`config.mk`:
```
export PLATFORM = sky130hd
export DESIGN_NAME = sxg_pos_counter
export DESIGN_NICKNAME = d
export VERILOG_FILES = /design/src/rtl/sxg_pkg.sv /design/src/rtl/sxg_pos_counter.sv
export SDC_FILE = /design/constraint.sdc
export NUM_CORES = 1
export LEC_CHECK = 0
export BUFFER_PORTS_ARGS = -buffer_cell sky130_fd_sc_hd__buf_2
export CAP_MARGIN = 0
export CORE_MARGIN = 2
export CORE_UTILIZATION = 40
export DETAILED_ROUTE_END_ITERATION = 7
export SLEW_MARGIN = 20
export SYNTH_ARGS = -nofsm -noshare
export SYNTH_HDL_FRONTEND = slang
export SYNTH_SLANG_ARGS = --single-unit
```
`constraint.sdc`:
```
create_clock -name clock -period 9.1 [get_ports clock]
set_input_delay 0 -clock clock [delete_from_list [all_inputs] [get_ports clock]]
set_output_delay 0 -clock clock [all_outputs]
set_load 0.02 [all_outputs]
```
`src/rtl/sxg_pkg.sv`:
```
// Shared constants and types for the 3x3 horizontal Sobel gradient unit.
`timescale 1ns / 1ps

package sxg_pkg;

   // Widest supported frame row; sets the depth of the line memory.
   localparam int MAX_WIDTH  = 8192;
   localparam int MAX_HEIGHT = 8192;

   localparam int PIX_W = 8;
   localparam int COL_W = $clog2(MAX_WIDTH);
   localparam int ROW_W = $clog2(MAX_HEIGHT);
   localparam int DIM_W = 14;
   localparam int OUT_W = 13;

   localparam int CSR_DW  = 32;
   localparam int CSR_AW  = 3;
   localparam int CSR_IDX_W = CSR_AW - 2;

   localparam logic [CSR_IDX_W-1:0] REG_FRAME_WIDTH  = CSR_IDX_W'(0);
   localparam logic [CSR_IDX_W-1:0] REG_FRAME_HEIGHT = CSR_IDX_W'(1);

   localparam logic [DIM_W-1:0] FRAME_WIDTH_RESET  = DIM_W'(640);
   localparam logic [DIM_W-1:0] FRAME_HEIGHT_RESET = DIM_W'(480);
   localparam logic [DIM_W-1:0] DIM_MIN            = DIM_W'(3);

   // Position of one request in the frame and what it produces.
   typedef struct packed {
      logic [ROW_W-1:0] row;
      logic [COL_W-1:0] col;
      logic             produce;
      logic             frame_end;
   } pos_type;

endpackage

```
`src/rtl/sxg_pos_counter.sv`:
```
// Raster position tracker: row and column of each request, with frame wrap.
`timescale 1ns / 1ps

module sxg_pos_counter
   import sxg_pkg::*;
(
   input  logic             clock,
   input  logic             reset,
   input  logic             advance,
   input  logic [DIM_W-1:0] frame_width,
   input  logic [DIM_W-1:0] frame_height,
   output pos_type          pos
);

   logic [COL_W-1:0] col_ff, col_in;
   logic [ROW_W-1:0] row_ff, row_in;
   logic [DIM_W-1:0] w_eff, h_eff;
   logic             pre_wrap;
   logic [DIM_W-1:0] row_pre;
   logic [COL_W-1:0] cur_col;
   logic [ROW_W-1:0] cur_row;
   logic             last_col, last_row;

   always_comb begin
      if (frame_width < DIM_MIN) begin
         w_eff = DIM_MIN;
      end else if (frame_width > DIM_W'(MAX_WIDTH)) begin
         w_eff = DIM_W'(MAX_WIDTH);
      end else begin
         w_eff = frame_width;
      end
      if (frame_height < DIM_MIN) begin
         h_eff = DIM_MIN;
      end else if (frame_height > DIM_W'(MAX_HEIGHT)) begin
         h_eff = DIM_W'(MAX_HEIGHT);
      end else begin
         h_eff = frame_height;
      end
   end

   // A dimension shrunk mid-frame can leave the stored position outside the
   // frame; it is folded back before use.
   always_comb begin
      pre_wrap = DIM_W'(col_ff) >= w_eff;
      cur_col  = pre_wrap ? '0 : col_ff;
      row_pre  = DIM_W'(row_ff) + DIM_W'(pre_wrap);
      cur_row  = (row_pre >= h_eff) ? '0 : ROW_W'(row_pre);
      last_col = DIM_W'(cur_col) == (w_eff - DIM_W'(1));
      last_row = DIM_W'(cur_row) == (h_eff - DIM_W'(1));

      if (last_col) begin
         col_in = '0;
         row_in = last_row ? '0 : cur_row + ROW_W'(1);
      end else begin
         col_in = cur_col + COL_W'(1);
         row_in = cur_row;
      end

      pos.row       = cur_row;
      pos.col       = cur_col;
      pos.produce   = (cur_row >= ROW_W'(2)) && (cur_col >= COL_W'(2));
      pos.frame_end = last_row && last_col;
   end

   always_ff @(posedge clock) begin
      if (reset) begin
         col_ff <= '0;
         row_ff <= '0;
      end else if (advance) begin
         col_ff <= col_in;
         row_ff <= row_in;
      end
   end

endmodule

```
==> summary.md <==
| Metric | Value |
|---|---|
| Hpwl dp | 10040 um |
| Vias in the first global route | 4209 |
| Max-slew violations | 0 |
| Hold Fails Final Rpt | 0 |
| Hold buffers post-CTS | 0 |
| Vias | 4565 |
| Worst Skew | 12.46 ps |
| Post-Layout Cell Count | 751 |
| Max incr delay on CP | 630 ps |
| H-tree depth | 1 |
| Number of core rows | 37 |
| Max Clock Freq | 0.1238 GHz |
| Place WS | 1071 ps |
| Root buffer cell | clkbuf_8 |
| Synth Area in Adders | 9.976% |
| Critical Path Most Common Cell | ha_1 |
| Post-DRT Antenna Nets | 0 |
| Crit end category | output port |
| Ys async rst share | 0% |
| Tmin final | 8080 ps |
| Clk buf depth | 2 |
| I/O pins | 59 |
| Part of the cycle the worst path needs | 88.79% |
| CP max FO | 19 |
| Hold Crit Class | in2reg |
| Cts bufs inserted | 3 |
| Unrepaired setup endpoints after global routing | false |
| Critical Path RT | 9100 ps |
| Number of flops mapped to enable cells by yosys | 0 |
| Cell with the most instances after synthesis | nor2_1 |
| Placed cell count | 747 |
| DR WL/cell | 16.69 um |
| PwrDens | 70.58 nW/um^2 |
| Xor-xnor portion of the synthesized cell area | 7.648% |
| Initial Util | 40.64% |
| Number of port buffers | 58 |
| Setup_tns | 0 ps |
| Diodes inserted | 0 |
| Clk_lat worst skew | 280 ps |
| Syn Area/Cell | 7.136 um^2 |
| Top cell type's share of synthesized area | 12.58% |
| Dpl cell area | 4493 um^2 |
| DIE AREA | 11180 um^2 |
| Hold Worst Slack | 76.32 ps |
| Core Region | 10180 um^2 |
| Die Ht | 105.7 um |
| Post-CTS Resized | 0 |
| Synth Cell Area | 4139 um^2 |
| Maximum vdd drop | 51.83 uV |
| Main area contributors after synthesis | dfxtp_1 13%, ha_1 10%, xnor2_1 4.7% |
| Ratio of cells with drive above 1 in the final layout | 12.85% |
| Max cap viols | 0 |
| Count of different cell masters after synthesis | 70 |
| Status | finished clean |
| Die Width | 105.7 um |
| Area growth syn-to-layout | 10.43% |
| Synth top cells by count | 50 x nor2_1, 49 x nand2_1, 33 x ha_1, 33 x inv_1, 28 x nor3_1 |
| Final WS setup | 1020 ps |
| Router iterations before antenna repair | 5 |
| Congestion Overflow GR | 0 |
| Most common flop cell mapped by yosys | dfxtp_1 |
| Syn_nets | 644 |
| RD Place Congestion | 0.9855 |
| Initial drt markers | 339 |
| Simple-gate share of the synthesized area | 37.06% |
| Buffer and inverter count on the worst path | 4 |
| Seq/Total Area, Yosys | 12.58% |
| CTS clk-pin slew, worst paths | 100 ps |
| Vias per cell | 6.079 |
| Pin count of the biggest net entering global routing | 21 |
| Mapped Cells | 580 |
| Worst Tran Pin Value | 848.4 ps |
| Critical path class | in2out |
| Leak pwr | 1.883 nW |
| Nets@finish | 680 |
| Startpoint types | primary input |
| Initial antenna violation count | 0 |
| Ys Warns | 0 |
| CTS sink count | 26 |
| Post-synthesis mux area share | 1.481% |
| Postcts setup bufs | 0 |
| Fin area | 4571 um^2 |
| First-pass GRT wire length | 20960 um |
| Yosys reg bits | 26 |
| Delay-heaviest family, CP | compound AO/OA/AOI/OAI gates |
| Largest family of logic cells by synthesized area | simple AND/OR/NAND/NOR gates |
| Area leader, netlist | dfxtp_1 |
| Residual DRC | 0 |
| Final setup violation count | 0 |
| Worst endpoint data arrival time | 8080 ps |
| Rel. slew slack | 43.23% |
| Crit-path slowest cell | a31oi_2 |
| Overall Global Routing Usage | 22.43% |
| Post-synthesis compound-gate area fraction | 25.06% |
| CTS tree | done |
| WL final | 12530 um |
## cells in the final DEF (no fill, tap or decap), types with 5 or more instances in the layout
cell        n
or3_1       5
a211oi_1   10
nor3_1     28
a22o_1      9
dfxtp_1    26
o21ai_0    21
nand2b_1   10
nand4b_1    5
a21o_1      6
and2_1     16
a21oi_1    22
or4_1      10
nor4_1     13
o21a_1      5
inv_1      33
xor2_1      9
and3_1      8
nand4_1    21
o31a_1      6
nor2b_1    12
o2111ai_1   5
xnor2_1    22
nand3_1    19
nand2_1    49
buf_2      58
a22oi_1     5
mux2i_1     5
nor2_1     50
a31oi_1    10
ha_1       33
## cells by family (layout without fill, tap and decap cells)
| family | count (synthesis) | after routing |
|---|---|---|
| AOI/OAI and AO/OA | 145 | 145 |
| xor gates and xnor gates | 33 | 33 |
| adders and majority gates | 33 | 33 |
| buffers and inverters | 64 | 99 |
| DFF | 26 | 26 |
| muxes | 6 | 6 |
| and+or+nand+nor | 273 | 273 |
## path summary, 6_finish.rpt
| kind | slack [ps] | cells after the start | start | endpoint |
|---|---|---|---|---|
| setup / recovery | 1020 | 28 | frame_width[4] | pos[1] |
| hold / removal | 80 | 2 | reset | col_ff[8]$_SDFFE_PP0P_ |
| setup reg to reg | 1640 | 23 | col_ff[4]$_SDFFE_PP0P_ | row_ff[8]$_SDFFE_PP0P_ |
| hold reg to reg | 490 | 2 | row_ff[0]$_SDFFE_PP0P_ | row_ff[0]$_SDFFE_PP0P_ |
## cell type report
class | instances | area, um^2
Fill cell | 1082 | 5614
Multi-Input combinational cell | 490 | 3368
Sequential cell | 26 | 520.5
Timing Repair Buffer | 61 | 312.8
Tap cell | 136 | 170.2
Inverter | 34 | 127.6
Clock buffer | 3 | 41.29
Clock inverter | 1 | 30.03
## registers in the layout (all words and copies together), names as in the netlist
register,count
col_ff,13
row_ff,13
## layer usage
metal	vias to the layer above	part of all wire (%)	wire, um	track usage (%)
li1	2277	-	-	-
met1	2101	48	6033	33.50
met2	171	44	5491	34.65
met3	16	6.8	849	1.793
met4	0	1.3	158	5.545
met5	-	0	0	0
## worst reg2reg max path, delay by kind of cell (launching register included)
family                   cells  cell delay, ps
XOR/XNOR                     2             760
AND/OR/NAND/NOR              4             820
AO/OA/AOI/OAI               10            2940
adder cells (fa/ha/maj)      3            1090
flip-flops                   1             600
buffers and inverters        4            1150
## metrics by stage
stage | utilization (%) | total power, mW
floorplan | - | 0.1922
global placement | 44.12 | 0.2243
detailed placement | 44.12 | 0.2252
CTS | 44.82 | 0.3236
global route | 44.88 | 0.3407
finish | 44.88 | 0.3226
## where the power goes
part | switching [mW] | internal, mW | leakage, nW | total (mW)
Clock | 0.0396 | 0.0590 | 0.0357 | 0.0986
Sequential | 0.00172 | 0.115 | 0.210 | 0.117
Combinational | 0.0679 | 0.0394 | 1.64 | 0.107
Total | 0.109 | 0.213 | 1.88 | 0.323
No activity file was read; power rests on OpenSTA's default activity.
